$ cat src/rtl/core/fdsm_pkg.sv
// shared types, constants and name patterns of the fat directory scanner
`default_nettype none

package fdsm_pkg;

    localparam int NUM_DISK_SLOTS = 16;
    localparam int SLOT_COUNT     = NUM_DISK_SLOTS + 1;
    localparam int SLOT_W         = $clog2(SLOT_COUNT);
    localparam int QUEUE_DEPTH    = 4;
    localparam int QUEUE_AW       = $clog2(QUEUE_DEPTH);

    typedef enum logic [1:0] {
        OP_BYTE  = 2'd0,
        OP_READ  = 2'd1,
        OP_WRITE = 2'd2,
        OP_CLEAR = 2'd3
    } t_op;

    localparam logic [1:0] REG_RESERVED = 2'd0;
    localparam logic [1:0] REG_SPF      = 2'd1;
    localparam logic [1:0] REG_SPC      = 2'd2;

    localparam logic [15:0] RESERVED_RESET = 16'd32;
    localparam logic [27:0] SPF_RESET      = 28'd0;
    localparam logic [7:0]  SPC_RESET      = 8'd8;

    localparam logic [7:0] BYTE_FREE    = 8'h00;
    localparam logic [7:0] BYTE_DELETED = 8'hE5;
    localparam logic [7:0] ATTR_LFN     = 8'h0F;
    localparam int         ATTR_ARCHIVE = 5;
    localparam logic [7:0] LETTER_FIRST = 8'h41;

    localparam logic [4:0] OFF_FIRST   = 5'd0;
    localparam logic [4:0] OFF_LETTER  = 5'd4;
    localparam logic [4:0] OFF_ATTR    = 5'd11;
    localparam logic [4:0] OFF_CLH_LO  = 5'd20;
    localparam logic [4:0] OFF_CLH_HI  = 5'd21;
    localparam logic [4:0] OFF_CLL_LO  = 5'd26;
    localparam logic [4:0] OFF_CLL_HI  = 5'd27;
    localparam logic [4:0] OFF_SIZE_1  = 5'd29;
    localparam logic [4:0] OFF_SIZE_2  = 5'd30;
    localparam logic [4:0] OFF_SIZE_3  = 5'd31;

    typedef struct packed {
        t_op                op;
        logic [7:0]         dir_byte;
        logic               idx_ok;
        logic [SLOT_W-1:0]  slot;
        logic [31:0]        sector;
    } t_item;

    typedef struct packed {
        logic [15:0] reserved_sectors;
        logic [27:0] sectors_per_fat;
        logic [7:0]  sectors_per_cluster;
    } t_cfg;

    function automatic logic [7:0] disk_pat_byte(input logic [4:0] off);
        logic [7:0] c;
        case (off)
            5'd0:    c = 8'h44;
            5'd1:    c = 8'h49;
            5'd2:    c = 8'h53;
            5'd3:    c = 8'h4B;
            5'd8:    c = 8'h44;
            5'd9:    c = 8'h41;
            5'd10:   c = 8'h54;
            default: c = 8'h20;
        endcase
        return c;
    endfunction

    function automatic logic [7:0] cfg_pat_byte(input logic [4:0] off);
        logic [7:0] c;
        case (off)
            5'd0:    c = 8'h43;
            5'd1:    c = 8'h4F;
            5'd2:    c = 8'h4E;
            5'd3:    c = 8'h46;
            5'd4:    c = 8'h49;
            5'd5:    c = 8'h47;
            5'd8:    c = 8'h42;
            5'd9:    c = 8'h49;
            5'd10:   c = 8'h4E;
            default: c = 8'h20;
        endcase
        return c;
    endfunction

endpackage

`default_nettype wire

$ cat src/rtl/core/fdsm_front.sv
// input stage: accepts words, decodes the opcode and checks the slot index
`default_nettype none

module fdsm_front import fdsm_pkg::*; (
    input  wire logic        i_clk,
    input  wire logic        i_rst_n,
    input  wire logic        i_valid,
    input  wire logic [1:0]  i_opcode,
    input  wire logic [7:0]  i_dir_byte,
    input  wire logic [4:0]  i_disk_index,
    input  wire logic [31:0] i_sector_number,
    input  wire logic        i_q_full,
    output logic             o_stall,
    output logic             o_push,
    output t_item            o_item
);

    logic  r_valid;
    t_item r_item;
    t_item n_item;
    logic  w_accept;

    assign o_stall  = r_valid && i_q_full;
    assign o_push   = r_valid && !i_q_full;
    assign o_item   = r_item;
    assign w_accept = i_valid && !o_stall;

    always_comb begin
        n_item.op       = t_op'(i_opcode);
        n_item.dir_byte = i_dir_byte;
        n_item.idx_ok   = i_disk_index < 5'(SLOT_COUNT);
        n_item.slot     = n_item.idx_ok ? i_disk_index[SLOT_W-1:0] : '0;
        n_item.sector   = i_sector_number;
    end

    always_ff @(posedge i_clk) begin
        if (!i_rst_n) begin
            r_valid <= 1'b0;
        end else if (!o_stall) begin
            r_valid <= i_valid;
        end
    end

    always_ff @(posedge i_clk) begin
        if (w_accept) begin
            r_item <= n_item;
        end
    end

endmodule

`default_nettype wire

$ cat src/rtl/core/fdsm_queue.sv
// short word queue between the input stage and the scanner
`default_nettype none

module fdsm_queue import fdsm_pkg::*; (
    input  wire logic  i_clk,
    input  wire logic  i_rst_n,
    input  wire logic  i_push,
    input  wire t_item i_item,
    output logic       o_full,
    output logic       o_valid,
    output t_item      o_item,
    input  wire logic  i_pop
);

    t_item               r_mem [QUEUE_DEPTH];
    logic [QUEUE_AW-1:0] r_wr;
    logic [QUEUE_AW-1:0] r_rd;
    logic [QUEUE_AW:0]   r_count;

    assign o_full  = r_count == (QUEUE_AW+1)'(QUEUE_DEPTH);
    assign o_valid = r_count != '0;
    assign o_item  = r_mem[r_rd];

    always_ff @(posedge i_clk) begin
        if (!i_rst_n) begin
            r_wr    <= '0;
            r_rd    <= '0;
            r_count <= '0;
        end else begin
            if (i_push) begin
                r_wr <= r_wr + 1'b1;
            end
            if (i_pop) begin
                r_rd <= r_rd + 1'b1;
            end
            case ({i_push, i_pop})
                2'b10:   r_count <= r_count + 1'b1;
                2'b01:   r_count <= r_count - 1'b1;
                default: r_count <= r_count;
            endcase
        end
    end

    always_ff @(posedge i_clk) begin
        if (i_push) begin
            r_mem[r_wr] <= i_item;
        end
    end

endmodule

`default_nettype wire

$ cat src/rtl/core/fdsm_back.sv
// directory byte scanner, slot table and access translation with output register
`default_nettype none

module fdsm_back import fdsm_pkg::*; (
    input  wire logic         i_clk,
    input  wire logic         i_rst_n,
    input  wire t_cfg         i_cfg,
    input  wire logic         i_q_valid,
    input  wire t_item        i_item,
    output logic              o_pop,
    output logic              o_valid,
    input  wire logic         i_stall,
    output logic [31:0]       o_lba,
    output logic              o_ok,
    output logic              o_is_write,
    output logic [16:0]       o_active_mask
);

    logic [8:0]  r_pos;
    logic        r_skip;
    logic        r_ign;
    logic        r_dmatch;
    logic        r_cmatch;
    logic [7:0]  r_letter;
    logic [15:0] r_clh;
    logic [15:0] r_cll;
    logic [22:0] r_blocks;

    logic [8:0]  n_pos;
    logic        n_skip;
    logic        n_ign;
    logic        n_dmatch;
    logic        n_cmatch;
    logic [7:0]  n_letter;
    logic [15:0] n_clh;
    logic [15:0] n_cll;
    logic [22:0] n_blocks;

    logic [31:0]           r_lba [SLOT_COUNT];
    logic [22:0]           r_cnt [SLOT_COUNT];
    logic [SLOT_COUNT-1:0] r_active;

    logic [31:0] r_base;
    logic [31:0] r_prod;

    logic        r_out_valid;
    logic [31:0] r_out_lba;
    logic        r_out_ok;
    logic        r_out_wr;
    logic [16:0] r_out_mask;

    logic              w_access;
    logic              w_out_free;
    logic              w_byte;
    logic              w_clear;
    logic [4:0]        w_off;
    logic [7:0]        w_b;
    logic              w_commit;
    logic [7:0]        w_letter_off;
    logic              w_disk_ok;
    logic [SLOT_W-1:0] w_slot;
    logic [31:0]       w_start;
    logic [39:0]       w_mul;
    logic [31:0]       w_cm2;
    logic [31:0]       w_sel_lba;
    logic [22:0]       w_sel_cnt;
    logic              w_ok;

    assign w_access   = (i_item.op == OP_READ) || (i_item.op == OP_WRITE);
    assign w_out_free = !r_out_valid || !i_stall;
    assign o_pop      = i_q_valid && (!w_access || w_out_free);
    assign w_byte     = o_pop && (i_item.op == OP_BYTE);
    assign w_clear    = o_pop && (i_item.op == OP_CLEAR);
    assign w_off      = r_pos[4:0];
    assign w_b        = i_item.dir_byte;

    // entry name, attribute, cluster and size fields
    always_comb begin
        n_pos    = r_pos + 1'b1;
        n_skip   = r_skip;
        n_ign    = r_ign;
        n_dmatch = r_dmatch;
        n_cmatch = r_cmatch;
        n_letter = r_letter;
        n_clh    = r_clh;
        n_cll    = r_cll;
        n_blocks = r_blocks;
        w_commit = 1'b0;
        if (!r_skip) begin
            if (w_off == OFF_FIRST) begin
                if (w_b == BYTE_FREE) begin
                    n_skip = 1'b1;
                end else begin
                    n_ign    = w_b == BYTE_DELETED;
                    n_dmatch = w_b == disk_pat_byte(OFF_FIRST);
                    n_cmatch = w_b == cfg_pat_byte(OFF_FIRST);
                    n_letter = '0;
                    n_clh    = '0;
                    n_cll    = '0;
                    n_blocks = '0;
                end
            end else if (!r_ign) begin
                if (w_off < OFF_ATTR) begin
                    if (w_off == OFF_LETTER) begin
                        n_letter = w_b;
                    end else if (w_b != disk_pat_byte(w_off)) begin
                        n_dmatch = 1'b0;
                    end
                    if (w_b != cfg_pat_byte(w_off)) begin
                        n_cmatch = 1'b0;
                    end
                end else begin
                    case (w_off)
                        OFF_ATTR: begin
                            if (w_b == ATTR_LFN || !w_b[ATTR_ARCHIVE]) begin
                                n_ign = 1'b1;
                            end
                        end
                        OFF_CLH_LO: n_clh[7:0]  = w_b;
                        OFF_CLH_HI: n_clh[15:8] = w_b;
                        OFF_CLL_LO: n_cll[7:0]  = w_b;
                        OFF_CLL_HI: n_cll[15:8] = w_b;
                        OFF_SIZE_1: n_blocks = {16'd0, w_b[7:1]};
                        OFF_SIZE_2: n_blocks = r_blocks | {8'd0, w_b, 7'd0};
                        OFF_SIZE_3: begin
                            n_blocks = r_blocks | {w_b, 15'd0};
                            w_commit = 1'b1;
                        end
                        default: ;
                    endcase
                end
            end
        end
        if (r_pos == 9'd511) begin
            n_skip = 1'b0;
        end
    end

    assign w_letter_off = r_letter - LETTER_FIRST;
    assign w_disk_ok    = r_dmatch && (r_letter >= LETTER_FIRST)
                          && (w_letter_off < 8'(NUM_DISK_SLOTS));
    assign w_slot       = w_disk_ok ? w_letter_off[SLOT_W-1:0] : SLOT_W'(NUM_DISK_SLOTS);
    assign w_start      = r_base + r_prod;

    // cluster registers settle at byte 27, the product is ready well before byte 31
    assign w_cm2 = {r_clh, r_cll} - 32'd2;
    assign w_mul = {32'd0, i_cfg.sectors_per_cluster} * {8'd0, w_cm2};

    always_ff @(posedge i_clk) begin
        r_base <= {16'd0, i_cfg.reserved_sectors} + {3'd0, i_cfg.sectors_per_fat, 1'b0};
        r_prod <= w_mul[31:0];
    end

    always_ff @(posedge i_clk) begin
        if (!i_rst_n) begin
            r_pos    <= '0;
            r_skip   <= 1'b0;
            r_ign    <= 1'b0;
            r_dmatch <= 1'b0;
            r_cmatch <= 1'b0;
            r_letter <= '0;
            r_clh    <= '0;
            r_cll    <= '0;
            r_blocks <= '0;
        end else if (w_byte) begin
            r_pos    <= n_pos;
            r_skip   <= n_skip;
            r_ign    <= n_ign;
            r_dmatch <= n_dmatch;
            r_cmatch <= n_cmatch;
            r_letter <= n_letter;
            r_clh    <= n_clh;
            r_cll    <= n_cll;
            r_blocks <= n_blocks;
        end
    end

    always_ff @(posedge i_clk) begin
        if (!i_rst_n) begin
            r_active <= '0;
        end else if (w_clear) begin
            r_active <= '0;
        end else if (w_byte && w_commit && (w_disk_ok || (!r_dmatch && r_cmatch))) begin
            r_active[w_slot] <= w_start != 32'd0;
        end
    end

    always_ff @(posedge i_clk) begin
        if (w_byte && w_commit && (w_disk_ok || (!r_dmatch && r_cmatch))) begin
            r_lba[w_slot] <= w_start;
            r_cnt[w_slot] <= n_blocks;
        end
    end

    // access translation
    assign w_sel_lba = r_lba[i_item.slot];
    assign w_sel_cnt = r_cnt[i_item.slot];
    assign w_ok      = i_item.idx_ok && r_active[i_item.slot]
                       && (i_item.sector < {9'd0, w_sel_cnt});

    always_ff @(posedge i_clk) begin
        if (!i_rst_n) begin
            r_out_valid <= 1'b0;
        end else if (w_out_free) begin
            r_out_valid <= o_pop && w_access;
        end
    end

    always_ff @(posedge i_clk) begin
        if (o_pop && w_access) begin
            r_out_lba  <= w_ok ? (w_sel_lba + i_item.sector) : 32'd0;
            r_out_ok   <= w_ok;
            r_out_wr   <= i_item.op == OP_WRITE;
            r_out_mask <= 17'(r_active);
        end
    end

    assign o_valid       = r_out_valid;
    assign o_lba         = r_out_lba;
    assign o_ok          = r_out_ok;
    assign o_is_write    = r_out_wr;
    assign o_active_mask = r_out_mask;

endmodule

`default_nettype wire

$ cat src/rtl/core/fat_dir_scan_disk_map.sv
// top level of the fat directory scanner and disk slot map
//
// channel  direction  handshake           payload
// input    in         i_valid / o_stall   i_opcode i_dir_byte i_disk_index i_sector_number
// output   out        o_valid / i_stall   o_lba o_ok o_is_write o_active_mask
// config   in         apb psel / penable  paddr pwdata prdata
//
// one word per cycle sustained while the output is not stalled: input register, four-entry queue, scanner with table
// an access result passes the input register, the queue and the output register, held further under output stall
// synchronous reset clears the queue, scan state and slot valid bits, loads register defaults
// a stalled output holds its word and backs words up behind the next access word into the queue, then the input
`default_nettype none

module fat_dir_scan_disk_map import fdsm_pkg::*; (
    input  wire logic        i_clk,
    input  wire logic        i_rst_n,
    input  wire logic        i_valid,
    output logic             o_stall,
    input  wire logic [1:0]  i_opcode,
    input  wire logic [7:0]  i_dir_byte,
    input  wire logic [4:0]  i_disk_index,
    input  wire logic [31:0] i_sector_number,
    output logic             o_valid,
    input  wire logic        i_stall,
    output logic [31:0]      o_lba,
    output logic             o_ok,
    output logic             o_is_write,
    output logic [16:0]      o_active_mask,
    input  wire logic        psel,
    input  wire logic        penable,
    input  wire logic        pwrite,
    input  wire logic [3:0]  paddr,
    input  wire logic [31:0] pwdata,
    output logic [31:0]      prdata,
    output logic             pready
);

    t_cfg  r_cfg;
    logic  w_push;
    t_item w_front_item;
    logic  w_q_full;
    logic  w_q_valid;
    t_item w_q_item;
    logic  w_pop;

    assign pready = 1'b1;

    always_ff @(posedge i_clk) begin
        if (!i_rst_n) begin
            r_cfg.reserved_sectors    <= RESERVED_RESET;
            r_cfg.sectors_per_fat     <= SPF_RESET;
            r_cfg.sectors_per_cluster <= SPC_RESET;
        end else if (psel && penable && pwrite && pready) begin
            case (paddr[3:2])
                REG_RESERVED: r_cfg.reserved_sectors    <= pwdata[15:0];
                REG_SPF:      r_cfg.sectors_per_fat     <= pwdata[27:0];
                REG_SPC:      r_cfg.sectors_per_cluster <= pwdata[7:0];
                default: ;
            endcase
        end
    end

    always_comb begin
        case (paddr[3:2])
            REG_RESERVED: prdata = {16'd0, r_cfg.reserved_sectors};
            REG_SPF:      prdata = {4'd0, r_cfg.sectors_per_fat};
            REG_SPC:      prdata = {24'd0, r_cfg.sectors_per_cluster};
            default:      prdata = 32'd0;
        endcase
    end

    fdsm_front u_front (
        .i_clk           (i_clk),
        .i_rst_n         (i_rst_n),
        .i_valid         (i_valid),
        .i_opcode        (i_opcode),
        .i_dir_byte      (i_dir_byte),
        .i_disk_index    (i_disk_index),
        .i_sector_number (i_sector_number),
        .i_q_full        (w_q_full),
        .o_stall         (o_stall),
        .o_push          (w_push),
        .o_item          (w_front_item)
    );

    fdsm_queue u_queue (
        .i_clk   (i_clk),
        .i_rst_n (i_rst_n),
        .i_push  (w_push),
        .i_item  (w_front_item),
        .o_full  (w_q_full),
        .o_valid (w_q_valid),
        .o_item  (w_q_item),
        .i_pop   (w_pop)
    );

    fdsm_back u_back (
        .i_clk         (i_clk),
        .i_rst_n       (i_rst_n),
        .i_cfg         (r_cfg),
        .i_q_valid     (w_q_valid),
        .i_item        (w_q_item),
        .o_pop         (w_pop),
        .o_valid       (o_valid),
        .i_stall       (i_stall),
        .o_lba         (o_lba),
        .o_ok          (o_ok),
        .o_is_write    (o_is_write),
        .o_active_mask (o_active_mask)
    );

endmodule

`default_nettype wire

$ cat config.mk
export PLATFORM = sky130hd
export DESIGN_NAME = fat_dir_scan_disk_map
export DESIGN_NICKNAME = d
export VERILOG_FILES = /design/src/rtl/core/fdsm_pkg.sv /design/src/rtl/core/fdsm_front.sv /design/src/rtl/core/fdsm_queue.sv /design/src/rtl/core/fdsm_back.sv /design/src/rtl/core/fat_dir_scan_disk_map.sv
export SDC_FILE = /design/constraint.sdc
export NUM_CORES = 2
export LEC_CHECK = 0
export ABC_CLOCK_PERIOD_IN_PS = 9350
export CAP_MARGIN = 20
export CORE_ASPECT_RATIO = 1.1
export CORE_UTILIZATION = 49
export CTS_BUF_LIST = sky130_fd_sc_hd__clkbuf_8
export DETAILED_ROUTE_END_ITERATION = 6
export DONT_BUFFER_PORTS = 1
export GPL_ROUTABILITY_DRIVEN = 0
export MAX_ROUTING_LAYER = met4
export PLACE_DENSITY_LB_ADDON = 0.25
export SKIP_CTS_REPAIR_TIMING = 1
export SYNTH_ARGS = -nofsm -noshare
export SYNTH_HDL_FRONTEND = slang
export SYNTH_SLANG_ARGS = --single-unit
$ cat constraint.sdc
create_clock -name i_clk -period 9.35 [get_ports i_clk]
set_clock_uncertainty 0.2 [all_clocks]
set_input_delay 0.935 -clock i_clk [delete_from_list [all_inputs] [get_ports i_clk]]
set_output_delay 0.935 -clock i_clk [all_outputs]
set_load 0.05 [all_outputs]
==> impl_metrics.csv <==
group,metric,value,unit
outcome,status,"completed",
setup_path,r2r-start,"u_back.r_cll[1]",
setup_path,critical_path.slowest_cell,"xor2_1",
detailed_routing,wire_per_inst,23.82,um
power,internal-power,12890,uW
power,seqPwrFrac,41.0,%
synthesis,ys_types,87,
setup_path,r2r_slack,1.64,ns
detailed_routing,drtIter0Drc,3214,
synthesis,yosys-top-cells-area,"edfxtp_1 55%, mux4_2 9.2%, dfxtp_1 6.7%, fa_1 4.8%, ha_1 3.0%",
global_routing,antenna_found_initial,6,
setup_path,cp_cell_sequence,"inv_1 -> ha_1 -> nor3b_1 -> nand2b_1 -> nor4_1 -> xor2_1 -> nand2_1 -> fa_1 -> inv_1 -> fa_1 -> fa_1 -> fa_1 -> ha_1 -> a21oi_1 -> a21boi_0 -> nor2_1 -> o2111a_1 -> nor3_1 -> o31a_1 -> o21ai_0 -> nor2_1 -> a2111oi_0 -> a211oi_1",
detailed_routing,highest_layer,"met4",
setup_path,crit_fanout,10,
placement,dpl.hpwl,98700,um
hold_path,min_from,"i_disk_index[3]",
setup_path,cp.required,9.89,ns
clocking,cts_root_buf,"clkbuf_8",
clocking,cts_sinks,1450,
synthesis,yosysSeqAreaShare,61.78,%
detailed_routing,drc,0,
hold_path,holdPathStages,1,
power,switching_share,35.95,%
die,rows,141,
synthesis,synth_warnings,0,
synthesis,postSynthCellCount,4480,
detailed_routing,firstDrtPassIters,5,
synthesis,synth_top_area_share,55.07,%
setup_path,max_stage_delay,0.78,ns
synthesis,synthesis.area,66850,um2
sta,worst_slew_pin_slew,1.228,ns
clocking,cts_tree,"built",
cells_and_area,final_util,55.15,%
die,die_area,137900,um2
synthesis,yosys_register_bits,1450,
flow_run,cap_violations,0,
global_routing,grt_pass1_wl,234800,um
die,die_w,354.2,um
sta,max_freq,0.1297,GHz
cells_and_area,regArea,41300,um2
synthesis,ys.flop_type,"edfxtp_1",
clocking,cts.path.max_buffers,3,
synthesis,synth-edff-count,1226,
setup_path,cp-end-kind,"register",
clocking,path_clk_slew,0.07,ns
power,p_leak,0.02749,uW
placement,port_buffers,0,
power,p_comb_share,34.6,%
die,floorplan.initialDensity,49.60,%
sta,fin_crit_sh,82.46,%
sta,slew_violations,0,
sta,finalHoldViolCount,0,
die,io_pins,176,
setup_path,crit_arrival,8.25,ns
sta,post-route-min-period,7.710,ns
detailed_routing,drt-total-wl,158700,um
clocking,cts_made_buffers,220,
setup_path,worstSetupStartpointType,"register",
setup_path,critPathKind,"register to register",
detailed_routing,vias,38200,
detailed_routing,post_drt_via_cell_ratio,5.734,
power,powerDensity,270.9,nW/um2
setup_path,r2r-end,"u_back.r_prod[26]",
setup_path,crit_family,"adder cells",
global_routing,grt_pass1_vias,38330,
global_routing,grt.total_usage,23.47,%
detailed_routing,wl_met2,80350,um
setup_path,critPathBufInv,2,
sta,setup_tns,0,ns
setup_path,rr_worst_depth,23,
synthesis,yosys.area.top_type,"edfxtp_1",
setup_path,crit_top_cell,"fa_1",
synthesis,yosys-top-cells-count,"1,226 x edfxtp_1, 318 x nand2_1, 273 x mux4_2",
sta,rsz0062_at_grt,"no",
detailed_routing,wl_met3,8856,um
global_routing,grt_max_degree,141,
hold_path,hold_end,"u_front.o_item[35]",
clocking,h-tree-depth,4,
synthesis,async_flop_share,0,%
cells_and_area,multi_input_area,24100,um2
cells_and_area,drive_gt1_share,15.59,%
detailed_routing,ant_nets,0,
cells_and_area,nets,5100,
power,power_switching,7239,uW
synthesis,avgSynthCellArea,14.92,um2
power,clkPwrFrac,24.4,%
power,fin_total_pwr,20130,uW
die,die_h,389.4,um
hold_path,min_path_type,"input port to register",
sta,relSlewSlack,17.27,%
global_routing,gr-total-overflow,0,
die,coreArea,134800,um2
cells_and_area,fillerInstances,10710,
clocking,clock_latency,0.93,ns
sta,setup_violations,0,
cells_and_area,area_growth_syn_to_layout,11.19,%
detailed_routing,wl_met1,65700,um
synthesis,yosysMostFrequentCell,"edfxtp_1",
power,peakVddDrop,0.0002024,V
## power by group through the flow
stage          Clock [uW]  Sequential (uW)  Combinational (uW)
3_3_place_gp            0             8390                6810
2_1_floorplan           0             8320                4930
6_report             4900             8260                6970
5_1_grt              5270             8280                7590
3_5_place_dp            0             8400                6910
4_1_cts              5000             8260                6950
## area by class of cell
class                      count  area share [%]
clock inverter               170           1.315
inverter                     212           1.071
timing repair buffer         198           2.348
sequential                  1450           55.57
tap                         1787           3.008
multi-input combinational   2610           32.42
clock buffer                 230           4.259
antenna                        5         0.01683
## flip-flops by register name, summed over array words and instances (netlist names), 2 cells and up, named ones only
signal,cells
r_cfg,52
u_back.o_active_mask,17
u_back.o_lba,32
u_back.r_active,17
u_back.r_base,30
u_back.r_blocks,23
u_back.r_clh,16
u_back.r_cll,16
u_back.r_cnt,391
u_back.r_lba,544
u_back.r_letter,8
u_back.r_pos,9
u_back.r_prod,32
u_front.o_item,48
u_queue.r_count,3
u_queue.r_mem,192
u_queue.r_rd,2
u_queue.r_wr,2
## worst reg2reg max path, cell delays in order (launching register included)
cell and delay (ns):
dfxtp_1 0.48, inv_1 0.31, ha_1 0.23, nor3b_1 0.29, nand2b_1 0.20, nor4_1 0.29
xor2_1 0.78, nand2_1 0.19, fa_1 0.55, inv_1 0.06, fa_1 0.44, fa_1 0.53
fa_1 0.41, ha_1 0.36, a21oi_1 0.15, a21boi_0 0.12, nor2_1 0.23, o2111a_1 0.26
nor3_1 0.09, o31a_1 0.32, o21ai_0 0.39, nor2_1 0.08, a2111oi_0 0.48, a211oi_1 0.09
## metal layers
layer  GRT usage (%)  vias up
met4           6.928        0
met5               -        -
met3           3.494      209
li1                -    17280
met1           29.93    19550
met2           39.01     1163
## cells in the final DEF, fill, tap and decap left out, types with 27 or more instances in the layout
cell type         n
o21ai_0         123
nor2b_1         194
nand2b_1         40
a21boi_0         81
nand3_1          42
xor2_1           55
a31oi_1          32
xnor2_1          93
dlygate4sd3_1    78
edfxtp_1       1226
and2_1          100
nor2_1          153
clkbuf_8        230
inv_1           282
mux4_2          268
nor3_1           44
nor4_1           29
a21o_1           47
dfxtp_1         222
buf_4           111
mux2_2           33
clkinv_1         55
nand2_1         318
fa_1            160
mux2i_1         114
ha_1            158
a211oi_1         63
nand4_1          27
a21oi_1         145
## through the flow
step	setup WS (ns)	std cells	hold WS, ns	instance area, um2
after floorplan	2.799	4483	0.1502	66860
after global placement	1.797	6165	0.1621	69270
after detailed placement	1.687	6174	0.1638	69340
after CTS	1.639	6574	-0.2059	73480
after global routing	1.200	6661	0.001743	74330
final	1.640	6662	0.02750	74330
## worst max path at each step
stage / start / slack (ns) / endpoint / depth (start not counted)
3_3_place_gp: u_back.r_cll[1] / 1.80 / u_back.r_prod[30] / 23
3_5_place_dp: u_back.r_cll[1] / 1.69 / u_back.r_prod[30] / 23
6_report: u_back.r_cll[1] / 1.64 / u_back.r_prod[26] / 23
2_1_floorplan: u_back.r_cll[1] / 2.80 / u_back.r_prod[30] / 25
5_1_grt: u_back.r_cll[1] / 1.20 / u_back.r_prod[30] / 23
4_1_cts: u_back.r_cll[1] / 1.64 / u_back.r_prod[30] / 23
## kinds of logic (layout without fill, tap and decap cells)
kind of cell,count (synthesis),after routing,synth area share (%)
compound gates,646,646,6.336
xor+xnor,151,151,1.978
fa+ha+maj,318,318,7.749
buf+inv,423,810,2.493
flops,1450,1450,61.78
mux,420,420,11.46
other cells,2,10,0.01123
simple gates,1070,1070,8.194
Power figures use the tool's default switching activity.
